--- src/hw/rtl/base64_strict_decoder_macros.svh ---
// Assertion macros for the strict base64 decoder.
// Used by the top level only; needs no package.
`ifndef BASE64_STRICT_DECODER_MACROS_SVH
`define BASE64_STRICT_DECODER_MACROS_SVH

// cond must never hold outside reset
`define B64SD_ASSERT_NEVER(lbl, clk, rst_n, cond) \
	lbl: assert property (@(posedge clk) disable iff (!rst_n) !(cond)) \
		else $error("b64sd: forbidden condition seen");

// a implies b in the same cycle
`define B64SD_ASSERT_IMPLY(lbl, clk, rst_n, a, b) \
	lbl: assert property (@(posedge clk) disable iff (!rst_n) (a) |-> (b)) \
		else $error("b64sd: implication failed");

// a implies b in the next cycle
`define B64SD_ASSERT_NEXT(lbl, clk, rst_n, a, b) \
	lbl: assert property (@(posedge clk) disable iff (!rst_n) (a) |=> (b)) \
		else $error("b64sd: next-cycle implication failed");

`endif

--- src/hw/rtl/b64sd_pkg.sv ---
// Shared types, codes and character tables of the strict base64 decoder.
// No dependencies; imported by every module of the block.
package b64sd_pkg;

	typedef enum logic [2:0] {
		CLS_BLANK,
		CLS_LETTER,
		CLS_PAD,
		CLS_BAD,
		CLS_END
	} char_class_t;

	typedef enum logic [1:0] {
		PAD_DATA,
		PAD_WANT_SECOND,
		PAD_DONE
	} pad_mode_t;

	typedef logic [2:0] status_t;
	localparam status_t ST_OK         = 3'd0;
	localparam status_t ST_BADCHAR    = 3'd1;
	localparam status_t ST_OVERFLOW   = 3'd2;
	localparam status_t ST_BADPAD     = 3'd3;
	localparam status_t ST_LEFTOVER   = 3'd4;
	localparam status_t ST_INCOMPLETE = 3'd5;

	localparam logic KIND_DATA   = 1'b0;
	localparam logic KIND_STATUS = 1'b1;

	localparam logic [7:0] CH_PAD   = 8'h3d;
	localparam logic [7:0] CH_PLUS  = 8'h2b;
	localparam logic [7:0] CH_SLASH = 8'h2f;
	localparam logic [7:0] CH_SPACE = 8'h20;

	localparam int QUEUE_DEPTH = 2;
	localparam int QPTR_W      = $clog2(QUEUE_DEPTH);

	typedef struct packed {
		char_class_t cls;
		logic [5:0]  val;
	} q_entry_t;

	typedef struct packed {
		logic full;
		logic empty;
	} q_status_t;

	function automatic logic is_blank(input logic [7:0] c);
		return (c >= 8'd9 && c <= 8'd13) || c == CH_SPACE;
	endfunction

	// bit 6 set: not a base64 letter
	function automatic logic [6:0] letter_value(input logic [7:0] c);
		logic [7:0] t;
		t = 8'd0;
		if (c >= 8'h41 && c <= 8'h5a) begin
			t = c - 8'h41;
			return {1'b0, t[5:0]};
		end else if (c >= 8'h61 && c <= 8'h7a) begin
			t = c - 8'h47;
			return {1'b0, t[5:0]};
		end else if (c >= 8'h30 && c <= 8'h39) begin
			t = c + 8'h04;
			return {1'b0, t[5:0]};
		end else if (c == CH_PLUS) begin
			return 7'd62;
		end else if (c == CH_SLASH) begin
			return 7'd63;
		end
		return 7'd64;
	endfunction

endpackage

--- src/hw/rtl/b64sd_front.sv ---
// Front end: accepts characters and classifies them for the item queue.
// Depends on b64sd_pkg. Whitespace is consumed here and never queued.
module b64sd_front import b64sd_pkg::*; (
	input  logic      [7:0] char_code,
	input  logic            end_of_text,
	input  logic            in_valid,
	output logic            in_stall,
	input  q_status_t       q_stat,
	output logic            push,
	output q_entry_t        push_entry
);

	logic [6:0] lv;

	assign lv       = letter_value(char_code);
	assign in_stall = q_stat.full;

	always_comb begin
		push_entry.val = lv[5:0];
		if (end_of_text) begin
			push_entry.cls = CLS_END;
		end else if (is_blank(char_code)) begin
			push_entry.cls = CLS_BLANK;
		end else if (char_code == CH_PAD) begin
			push_entry.cls = CLS_PAD;
		end else if (!lv[6]) begin
			push_entry.cls = CLS_LETTER;
		end else begin
			push_entry.cls = CLS_BAD;
		end
	end

	assign push = in_valid && !in_stall && push_entry.cls != CLS_BLANK;

endmodule

--- src/hw/rtl/b64sd_queue.sv ---
// Short item queue between the front end and the decode back end.
// Depends on b64sd_pkg for the entry type and depth.
module b64sd_queue import b64sd_pkg::*; (
	input  logic      clk,
	input  logic      arst_n,
	input  logic      push,
	input  q_entry_t  push_entry,
	input  logic      pop,
	output q_entry_t  pop_entry,
	output q_status_t q_stat
);

	q_entry_t          mem_q [QUEUE_DEPTH];
	logic [QPTR_W-1:0] wr_ptr_q;
	logic [QPTR_W-1:0] rd_ptr_q;
	logic [QPTR_W:0]   cnt_q;

	always_ff @(posedge clk) begin
		if (push) begin
			mem_q[wr_ptr_q] <= push_entry;
		end
	end

	always_ff @(posedge clk or negedge arst_n) begin
		if (!arst_n) begin
			wr_ptr_q <= '0;
			rd_ptr_q <= '0;
			cnt_q    <= '0;
		end else begin
			if (push) begin
				wr_ptr_q <= wr_ptr_q + 1'b1;
			end
			if (pop) begin
				rd_ptr_q <= rd_ptr_q + 1'b1;
			end
			if (push && !pop) begin
				cnt_q <= cnt_q + 1'b1;
			end else if (pop && !push) begin
				cnt_q <= cnt_q - 1'b1;
			end
		end
	end

	assign pop_entry    = mem_q[rd_ptr_q];
	assign q_stat.full  = cnt_q == (QPTR_W + 1)'(QUEUE_DEPTH);
	assign q_stat.empty = cnt_q == '0;

endmodule

--- src/hw/rtl/b64sd_back.sv ---
// Back end: decode state, padding rules, capacity check and output register.
// Depends on b64sd_pkg; takes classified items from b64sd_queue.
module b64sd_back import b64sd_pkg::*; #(
	parameter int COUNT_WIDTH = 16
) (
	input  logic            clk,
	input  logic            arst_n,
	input  logic            cfg_wr_en,
	input  logic     [15:0] cfg_wr_data,
	input  q_status_t       q_stat,
	input  q_entry_t        pop_entry,
	output logic            pop,
	input  logic            out_stall,
	output logic            out_valid,
	output logic            item_kind,
	output logic      [7:0] data_byte,
	output status_t         status_code,
	output logic     [15:0] byte_count,
	output logic            last_item
);

	localparam int NEED_W = COUNT_WIDTH + 17;
	localparam int EXT_W  = COUNT_WIDTH + 16;

	logic [1:0]             phase_q, phase_d;
	logic [5:0]             partial_q, partial_d;
	logic [COUNT_WIDTH-1:0] count_q, count_d;
	pad_mode_t              pad_q, pad_d;
	status_t                err_q, err_d;
	logic [15:0]            capacity_q;

	logic [NEED_W-1:0] need;
	logic [EXT_W-1:0]  cnt_ext;
	logic              ovf;
	status_t           end_st;

	logic        res_valid;
	logic        res_kind;
	logic [7:0]  res_byte;
	status_t     res_status;
	logic [15:0] res_count;

	logic out_valid_q;

	assign pop = !q_stat.empty && (!out_valid_q || !out_stall);

	assign need = NEED_W'(count_q) + NEED_W'(phase_q == 2'd1 || phase_q == 2'd2);
	assign ovf  = need >= NEED_W'(capacity_q) || (phase_q != 2'd0 && count_q == '1);
	assign cnt_ext = EXT_W'(count_q);

	always_comb begin
		end_st = err_q;
		if (err_q == ST_OK) begin
			if (pad_q == PAD_WANT_SECOND) begin
				end_st = ST_BADPAD;
			end else if (pad_q == PAD_DONE) begin
				end_st = (partial_q != 6'd0) ? ST_LEFTOVER : ST_OK;
			end else if (phase_q != 2'd0) begin
				end_st = ST_INCOMPLETE;
			end
		end
	end

	always_comb begin
		phase_d    = phase_q;
		partial_d  = partial_q;
		count_d    = count_q;
		pad_d      = pad_q;
		err_d      = err_q;
		res_valid  = 1'b0;
		res_kind   = KIND_DATA;
		res_byte   = 8'd0;
		res_status = ST_OK;
		res_count  = 16'd0;
		if (pop) begin
			if (pop_entry.cls == CLS_END) begin
				res_valid  = 1'b1;
				res_kind   = KIND_STATUS;
				res_status = end_st;
				res_count  = (end_st == ST_OK) ? cnt_ext[15:0] : 16'd0;
				phase_d    = 2'd0;
				partial_d  = 6'd0;
				count_d    = '0;
				pad_d      = PAD_DATA;
				err_d      = ST_OK;
			end else if (err_q != ST_OK) begin
				// dropped until the end item
			end else if (pad_q == PAD_WANT_SECOND) begin
				if (pop_entry.cls == CLS_PAD) begin
					pad_d = PAD_DONE;
				end else begin
					err_d = ST_BADPAD;
				end
			end else if (pad_q != PAD_DATA) begin
				err_d = ST_BADPAD;
			end else begin
				unique case (pop_entry.cls)
					CLS_PAD: begin
						if (phase_q == 2'd2) begin
							pad_d = PAD_WANT_SECOND;
						end else if (phase_q == 2'd3) begin
							pad_d = PAD_DONE;
						end else begin
							err_d = ST_BADPAD;
						end
					end
					CLS_LETTER: begin
						if (ovf) begin
							err_d = ST_OVERFLOW;
						end else begin
							case (phase_q)
								2'd0: begin
									partial_d = pop_entry.val;
								end
								2'd1: begin
									res_byte  = {partial_q, pop_entry.val[5:4]};
									partial_d = {2'b00, pop_entry.val[3:0]};
								end
								2'd2: begin
									res_byte  = {partial_q[3:0], pop_entry.val[5:2]};
									partial_d = {4'b0000, pop_entry.val[1:0]};
								end
								default: begin
									res_byte  = {partial_q[1:0], pop_entry.val};
									partial_d = 6'd0;
								end
							endcase
							phase_d = phase_q + 2'd1;
							if (phase_q != 2'd0) begin
								res_valid = 1'b1;
								count_d   = count_q + 1'b1;
							end
						end
					end
					default: begin
						err_d = ST_BADCHAR;
					end
				endcase
			end
		end
	end

	always_ff @(posedge clk or negedge arst_n) begin
		if (!arst_n) begin
			phase_q     <= 2'd0;
			partial_q   <= 6'd0;
			count_q     <= '0;
			pad_q       <= PAD_DATA;
			err_q       <= ST_OK;
			capacity_q  <= 16'hffff;
			out_valid_q <= 1'b0;
		end else begin
			phase_q   <= phase_d;
			partial_q <= partial_d;
			count_q   <= count_d;
			pad_q     <= pad_d;
			err_q     <= err_d;
			if (cfg_wr_en) begin
				capacity_q <= cfg_wr_data;
			end
			if (res_valid) begin
				out_valid_q <= 1'b1;
			end else if (!out_stall) begin
				out_valid_q <= 1'b0;
			end
		end
	end

	always_ff @(posedge clk) begin
		if (res_valid) begin
			item_kind   <= res_kind;
			data_byte   <= res_byte;
			status_code <= res_status;
			byte_count  <= res_count;
			last_item   <= res_kind;
		end
	end

	assign out_valid = out_valid_q;

endmodule

--- src/hw/rtl/base64_strict_decoder.sv ---
// Strict base64 decoder, top level: front end, item queue, back end.
// Depends on b64sd_pkg, b64sd_front, b64sd_queue, b64sd_back and the macro header.
//
//  channel  direction  handshake            payload
//  input    in         in_valid/in_stall    char_code, end_of_text
//  output   out        out_valid/out_stall  item_kind, data_byte, status_code,
//                                           byte_count, last_item
//  config   in         cfg_wr_en            cfg_wr_data (out_capacity)
//
// One character per cycle sustained while out_stall is low; a result passes through the queue
// entry written at the accepting edge, then into the output register when the back end pops and decodes it.
// Whitespace is consumed in the front end and takes no queue slot.
// Reset clears control state and out_valid at once, not queue storage or output payload; no clearing pass.
// out_stall holds the output register; the two-entry queue then fills and raises in_stall.
`include "base64_strict_decoder_macros.svh"

module base64_strict_decoder import b64sd_pkg::*; #(
	parameter int COUNT_WIDTH = 16
) (
	input  logic        clk,
	input  logic        arst_n,
	input  logic        cfg_wr_en,
	input  logic [15:0] cfg_wr_data,
	input  logic        in_valid,
	output logic        in_stall,
	input  logic [7:0]  char_code,
	input  logic        end_of_text,
	output logic        out_valid,
	input  logic        out_stall,
	output logic        item_kind,
	output logic [7:0]  data_byte,
	output logic [2:0]  status_code,
	output logic [15:0] byte_count,
	output logic        last_item
);

	q_status_t q_stat;
	logic      push;
	logic      pop;
	q_entry_t  push_entry;
	q_entry_t  pop_entry;

	b64sd_front u_front (
		.char_code  (char_code),
		.end_of_text(end_of_text),
		.in_valid   (in_valid),
		.in_stall   (in_stall),
		.q_stat     (q_stat),
		.push       (push),
		.push_entry (push_entry)
	);

	b64sd_queue u_queue (
		.clk       (clk),
		.arst_n    (arst_n),
		.push      (push),
		.push_entry(push_entry),
		.pop       (pop),
		.pop_entry (pop_entry),
		.q_stat    (q_stat)
	);

	b64sd_back #(
		.COUNT_WIDTH(COUNT_WIDTH)
	) u_back (
		.clk        (clk),
		.arst_n     (arst_n),
		.cfg_wr_en  (cfg_wr_en),
		.cfg_wr_data(cfg_wr_data),
		.q_stat     (q_stat),
		.pop_entry  (pop_entry),
		.pop        (pop),
		.out_stall  (out_stall),
		.out_valid  (out_valid),
		.item_kind  (item_kind),
		.data_byte  (data_byte),
		.status_code(status_code),
		.byte_count (byte_count),
		.last_item  (last_item)
	);

	`B64SD_ASSERT_NEVER(a_no_push_full, clk, arst_n, push && q_stat.full)
	`B64SD_ASSERT_NEVER(a_no_pop_empty, clk, arst_n, pop && q_stat.empty)
	`B64SD_ASSERT_IMPLY(a_err_no_count, clk, arst_n, out_valid && status_code != ST_OK, item_kind == KIND_STATUS && byte_count == 16'd0)
	`B64SD_ASSERT_NEXT(a_full_stalls, clk, arst_n, in_valid && !in_stall && push && !pop && !q_stat.empty, in_stall)

endmodule
--- config.mk ---
export PLATFORM = sky130hd
export DESIGN_NAME = base64_strict_decoder
export DESIGN_NICKNAME = d
export VERILOG_FILES = /design/src/hw/rtl/b64sd_pkg.sv /design/src/hw/rtl/b64sd_front.sv /design/src/hw/rtl/b64sd_queue.sv /design/src/hw/rtl/b64sd_back.sv /design/src/hw/rtl/base64_strict_decoder.sv
export VERILOG_INCLUDE_DIRS = /design/src /design/src/hw/rtl
export SDC_FILE = /design/constraint.sdc
export NUM_CORES = 1
export LEC_CHECK = 0
export ABC_AREA = 0
export ABC_CLOCK_PERIOD_IN_PS = 8500
export BUFFER_PORTS_ARGS = -buffer_cell sky130_fd_sc_hd__buf_2
export CAP_MARGIN = 30
export CORE_ASPECT_RATIO = 0.8
export CORE_MARGIN = 10
export CORE_UTILIZATION = 64
export DETAILED_ROUTE_END_ITERATION = 16
export GPL_ROUTABILITY_DRIVEN = 1
export HOLD_SLACK_MARGIN = 0.03
export PLACE_DENSITY = 0.91
export SYNTH_ARGS = -nofsm -noshare
export SYNTH_HDL_FRONTEND = slang
export SYNTH_SLANG_ARGS = --single-unit
--- constraint.sdc ---
create_clock -name clk -period 8.5 [get_ports clk]
set_clock_uncertainty 0.1 [all_clocks]
set_input_delay 0.425 -clock clk [delete_from_list [all_inputs] [get_ports clk]]
set_output_delay 0.425 -clock clk [all_outputs]
set_load 0.005 [all_outputs]
# Yosys cells after proc, flatten, opt, wreduce, memory -nomap -nowiden
# Memories as Yosys holds them, arrays and structs flattened.
# Cells that the tools add are included.
[totals]
mem_bits_rw = 18
n_memories = 1
input_bits = 30
regBits = 78
[memory_table]
columns = ["memory", "depth", "word_bits", "rd", "rd_ports_with_merged_regs", "wr", "line", "text"]
rows = [
  ["u_queue.mem_q", 2, 9, 1, 0, 1, "b64sd_queue.sv:13", "q_entry_t mem_q [QUEUE_DEPTH];"],
]
[classes]
n_mux = 73
n_lt_le_gt_ge = 9
add_sub_neg = 10
bitwise_logic = 2
eq_ne = 24
reduce_logical = 41
[op_table]
columns = ["op", "count"]
rows = [
  ["$mux 16", 7],
  ["$mux 3", 16],
  ["$mux 7", 6],
  ["$mux 6", 6],
  ["$mux 2", 17],
  ["$ge 33x16->1", 1],
  ["$eq 8x6->1 const B", 4],
  ["$pmux 8 s3", 1],
  ["$mux 1", 18],
  ["$pmux 6 s3", 1],
  ["$add 16x1->17", 1],
  ["$add 16x1->16 const B", 1],
  ["$eq 16x16->1 const B", 1],
  ["$ge 8x7->1 const B", 2],
  ["$le 8x7->1 const B", 2],
  ["$reduce_and 6->1", 2],
  ["$reduce_bool 2->1", 6],
  ["$logic_and 1x1->1", 10],
  ["$eq 2x2->1 const B", 4],
  ["$ge 8x4->1 const B", 1],
  ["$ge 8x6->1 const B", 1],
  ["$le 8x4->1 const B", 1],
  ["$le 8x6->1 const B", 1],
  ["$ne 4x3->1 const B", 2],
  ["29 further kinds", 47],
]

# Logic depth before layout (Yosys ltp)
[depth]
word_depth = 17
mapped_depth = 17

# Cells and area by module
# From an unflattened synthesis, not the netlist that was laid out.
[unflattened]
cells_unflattened = 555
hier_area_um2 = 5631.7
[modules_own_cells]
columns = ["mod", "cells_each", "seq_area_each_um2", "area_each_um2", "instances"]
rows = [
  ["b64sd_back", 427, 1986.9, 4184.0, 1],
  ["b64sd_queue", 44, 640.6, 842.1, 1],
  ["b64sd_front", 84, 0.0, 605.6, 1],
]

# Worst setup path before layout
# OpenSTA, ideal clock, no wires.
[synth_path]
path_type = "reg-to-reg"
from = "reg u_back.phase_q[0]"
to = "reg u_back.byte_count[0], enable pin"
n_path_buf = 1
arrival_time_ns = 3.586
setup_ns = 0.383
slack_ns = 4.431
required_time_ns = 8.017
stages_incl_launch_ff = 15
cell_sequence = "dfrtp_1 > inv_1 > ha_1 > ha_1 > ha_1 > clkbuf_1 > nand3_1 > xnor2_1 > ha_1 > a211o_1 > o211ai_1 > o211ai_1 > a2111oi_2 > a21oi_1 > inv_1"
[synth_between]
elab_chain_cells = 12
[synth_rtl]
columns = ["item", "line", "text"]
rows = [
  ["start, declared", "b64sd_back.sv:25", "logic [1:0] phase_q, phase_d;"],
  ["start signal, assigned", "b64sd_back.sv:153", "phase_q <= phase_d;"],
  ["$eq 2x1->1 / $eq 2x2->1 (equally long branches)", "b64sd_back.sv:47", "assign need = NEED_W'(count_q) + NEED_W'(phase_q == 2'd1 || phase_q == 2'd2);"],
  ["$logic_or 1x1->1", "b64sd_back.sv:47", ""],
  ["$add 16x1->17", "b64sd_back.sv:47", ""],
  ["$ge 33x16->1", "b64sd_back.sv:48", "assign ovf = need >= NEED_W'(capacity_q) || (phase_q != 2'd0 && count_q == '1);"],
  ["$logic_or 1x1->1", "b64sd_back.sv:48", ""],
  ["$mux 1 *", "b64sd_back.sv:108", "if (ovf) begin"],
  ["$mux 1 *", "b64sd_back.sv:97", "unique case (pop_entry.cls)"],
  ["$mux 1 *", "b64sd_back.sv:94", "end else if (pad_q != PAD_DATA) begin"],
  ["$mux 1 *", "b64sd_back.sv:88", "end else if (pad_q == PAD_WANT_SECOND) begin"],
  ["$mux 1 *", "b64sd_back.sv:86", "end else if (err_q != ST_OK) begin"],
  ["$mux 1 *", "b64sd_back.sv:76", "if (pop_entry.cls == CLS_END) begin"],
  ["$mux 1 *", "b64sd_back.sv:75", "if (pop) begin"],
  ["net u_back.res_valid", "b64sd_back.sv:37", "logic res_valid;"],
  ["end signal, assigned", "b64sd_back.sv:174", "byte_count <= res_count;"],
  ["end, declared", "b64sd_back.sv:18", "output logic [15:0] byte_count,"],
]
# The timed path passes the listed nets; every way through them passes the cells marked *.
# A chain may end at the register's enable or synchronous reset.

# Worst setup path after layout
[layout_path]
from = "reg u_back.phase_q[0]"
to = "reg u_back.data_byte[1], data pin"
[layout_between]
elab_chain_cells = 6
[layout_rtl]
columns = ["item", "line", "text"]
rows = [
  ["$eq 2x1->1 / $eq 2x2->1 (equally long branches)", "b64sd_back.sv:47, b64sd_back.sv:111", ""],
  ["$logic_or 1x1->1", "b64sd_back.sv:47", ""],
  ["$add 16x1->17", "b64sd_back.sv:47", ""],
  ["$ge 33x16->1", "b64sd_back.sv:48", ""],
  ["$logic_or 1x1->1", "b64sd_back.sv:48", ""],
  ["$reduce_or 7->1 (no source line)", "--", ""],
  ["end signal, assigned", "b64sd_back.sv:172", "data_byte <= res_byte;"],
  ["end, declared", "b64sd_back.sv:16", "output logic [7:0] data_byte,"],
]
# Several ways; a longest one is shown, not always the timed one.

==> flow_summary.toml <==
[worst_setup_path]
required_ns = 8.48
cp_slowest_stage_delay_ns = 0.81
r2r_end = "u_back.data_byte[1]"
cp_common_cell = "ha_1"
crit_path_start = "u_back.phase_q[0]"
crit_type = "reg -> reg"
critPathSlowestCell = "a211o_1"
worstPathArrival_ns = 4.51
end_kind = "flip-flop"
start_kind = "flip-flop"
r2r_cells = 13
rrSetupSlack_ns = 3.97
crit_chain = "inv_1 -> ha_1 -> ha_1 -> ha_1 -> nand3_1 -> xnor2_1 -> ha_1 -> nand4_1 -> o31a_1 -> o211ai_1 -> a211o_1 -> or2_1 -> a211oi_1"
cp-endpoint = "u_back.data_byte[1]"
critPathMaxFanout = 35
reg2reg_from = "u_back.phase_q[0]"

[placed_design]
dp_hpwl_um = 8861
place_ws_ns = 4.170
gp_congestion = 0.9533
port_buffers = 60
dp_cells = 692

[synthesis]
ys_seq_area_frac = 0.4773
ys_warn_count = 0
synth_cell_types = 60
synth_area_leaders = "edfxtp_1 25%, dfrtp_1 15%, dfstp_2 7.6%, ha_1 7.0%, o21ai_0 3.6%"
syn_area_mm2 = 0.005505
syn_inst = 549
syn-num-nets = 610
synth_async_sr_flop_share = 0.5158
synth.top_cells.by_count = "46 x edfxtp_1, 41 x nand2_1, 40 x o21ai_0"
synth-seq-cells = 95
yosys_most_used_dff = "edfxtp_1"
synth_top_area_frac = 0.2509
synth_edf_count = 46
synth.avg_cell_area_um2 = 10.03
synth_area_leader_cell = "edfxtp_1"
yosysMostFrequentCell = "edfxtp_1"

[drt]
via_per_inst = 6.302
drc_errors = 0
routed_wl_um = 12310
first_pass_iters = 6
vias = 4468
wl_per_cell_um = 17.37
first_iter_violations = 365
ant_nets = 0

[pwr]
p_int_uw = 929.8
p_per_area_mw_per_mm2 = 237.7
p_sw_uw = 516.0
leakage_uw = 0.002561
ir_drop_v = 0.0002264
sequentialPowerShare = 0.454
total_power_uw = 1446
clock_power_share = 0.223
combPwrFrac = 0.322
switching_share = 0.3569

[clock_network]
cts_setup_buffers = 0
cts-root-buf = "clkbuf_8"
htree_levels = 3
clk_pin_slew_ns = 0.09
cts_tree = "done"
cts_buffers = 9
numClockSinks = 95
clk_latency_ns = 0.36
ctsLongestPathBuffers = 2

[global_routing]
first_global_vias = 4067
antenna_found_initial = 0
grt_usage = 0.1980
grt_max_degree = 36
overflow = 0
grt_pass1_wl_um = 20240

[final_layout]
area_growth_pct = 10.50
fin_nets = 653
layout-drive-gt1-share = 0.1776
fin_util = 0.7203
fin_cells = 709
nFillCells = 605
diodes = 0

[timing]
fmax_mhz = 220.8
maxSlewViolCount = 0
final.period_utilization = 0.5329
tightestPinTransition_ns = 1.049
setup_ws_ns = 3.971
period_needed_ns = 4.529
finalHoldViolCount = 0
rsz0062_at_grt = "false"
setup_viol = 0
final.setup.tns_ns = 0
relSlewSlack = 0.2961

[die]
core_mm2 = 0.008446
dieHeight_um = 103.0
rows = 30
die_x_um = 123.7
initial_core_util = 0.6519
io_pins = 61
dieArea_mm2 = 0.01274

[status]
status = "completed"

[min_path]
min_path_type = "in -> reg"
hold_depth = 3

[job]
maxCapViolations = 0
-- power by group through the flow --
| stage | sequential, uW | combinational, uW | clock (uW) |
|---|---|---|---|
| after floorplan | 638 | 335 | 0 |
| final | 657 | 466 | 323 |
| after detailed placement | 664 | 454 | 0 |
| after CTS | 655 | 463 | 327 |
| after global routing | 669 | 518 | 347 |
| after global placement | 659 | 416 | 0 |
-- how the worst min path moves through the flow --
| stage | startpoint | endpoint | slack (ns) |
|---|---|---|---|
| after global routing | cfg_wr_data[13] | u_back.capacity_q[13] | 0.16 |
| final | cfg_wr_data[8] | u_back.capacity_q[8] | 0.17 |
| after CTS | cfg_wr_data[8] | u_back.capacity_q[8] | 0.16 |
| after floorplan | arst_n | u_back.count_q[0] | 0.03 |
| after global placement | u_queue.wr_ptr_q | u_queue.wr_ptr_q | 0.37 |
| after detailed placement | arst_n | u_back.out_valid | 0.30 |
-- cell families after synthesis --
family / after synthesis / share of synthesized area
compound gates: 135 / 0.1611
xor+xnor: 22 / 0.03500
fa+ha+maj: 31 / 0.07045
buf+inv: 68 / 0.05023
flops: 95 / 0.4773
mux: 14 / 0.02659
simple gates: 184 / 0.1793
-- critical path, delay by kind of cell (launching register included) --
| kind | cells | cell delay, ns |
|---|---|---|
| xor gates and xnor gates | 1 | 0.17 |
| DFF | 1 | 0.44 |
| adders and majority gates | 4 | 1.18 |
| buffers and inverters | 1 | 0.11 |
| and+or+nand+nor | 3 | 0.83 |
| AOI/OAI and AO/OA | 4 | 1.40 |
-- cell usage in the layout, fill, tap and decap left out, types with 9 or more instances in the layout --
cell and instances:
buf_2 60, edfxtp_1 46, nand2_1 41, o21ai_0 40
inv_1 37, nor2_1 34, dfrtp_1 33, ha_1 31
a21oi_1 29, nand3_1 18, and2_1 18, dfstp_2 16
xnor2_1 14, o211ai_1 14, or3_1 11, a211oi_1 10
nand4_1 10, or4_1 10, nor3_1 9, mux2i_1 9
clkbuf_8 9
-- final cells by class --
type                            instances  area (um^2)  share of cell area
Sequential cell                        95         2628              0.4319
Timing Repair Buffer                   63        357.8             0.05882
Multi-Input combinational cell        386         2601              0.4276
Tap cell                              112        140.1             0.02304
Inverter                               37        138.9             0.02283
Clock inverter                          7        93.84             0.01543
Clock buffer                            9        123.9             0.02036
-- registers in the layout, summed over array words and instances, names as in the netlist, 3 cells and up --
name                count
u_back.status_code      3
u_back.byte_count      16
u_back.data_byte        8
u_back.capacity_q      16
u_back.partial_q        6
u_back.count_q         16
u_queue.mem_q          18
-- repair_timing --
item	4_1_cts	5_1_grt
hold buffers	1	0
resized for setup	0	0
hold endpoints to repair	7	0
-- layer usage --
layer | track usage | up-vias | routed length [um]
met5 | 0 | - | 0
met4 | 0.05809 | 0 | 112
met3 | 0.05145 | 15 | 1260
met2 | 0.3026 | 249 | 5733
met1 | 0.2713 | 2104 | 5206
li1 | - | 2100 | -
-- metrics by stage --
stage | hold WS [ns] | instance area, um^2
2_1_floorplan | 0.02941 | 5505
3_3_place_gp | 0.3733 | 5808
3_5_place_dp | 0.2998 | 5856
4_1_cts | 0.1617 | 6083
5_1_grt | 0.1598 | 6083
6_report | 0.1657 | 6083
Note: power is estimated with default switching activity, not from simulation.
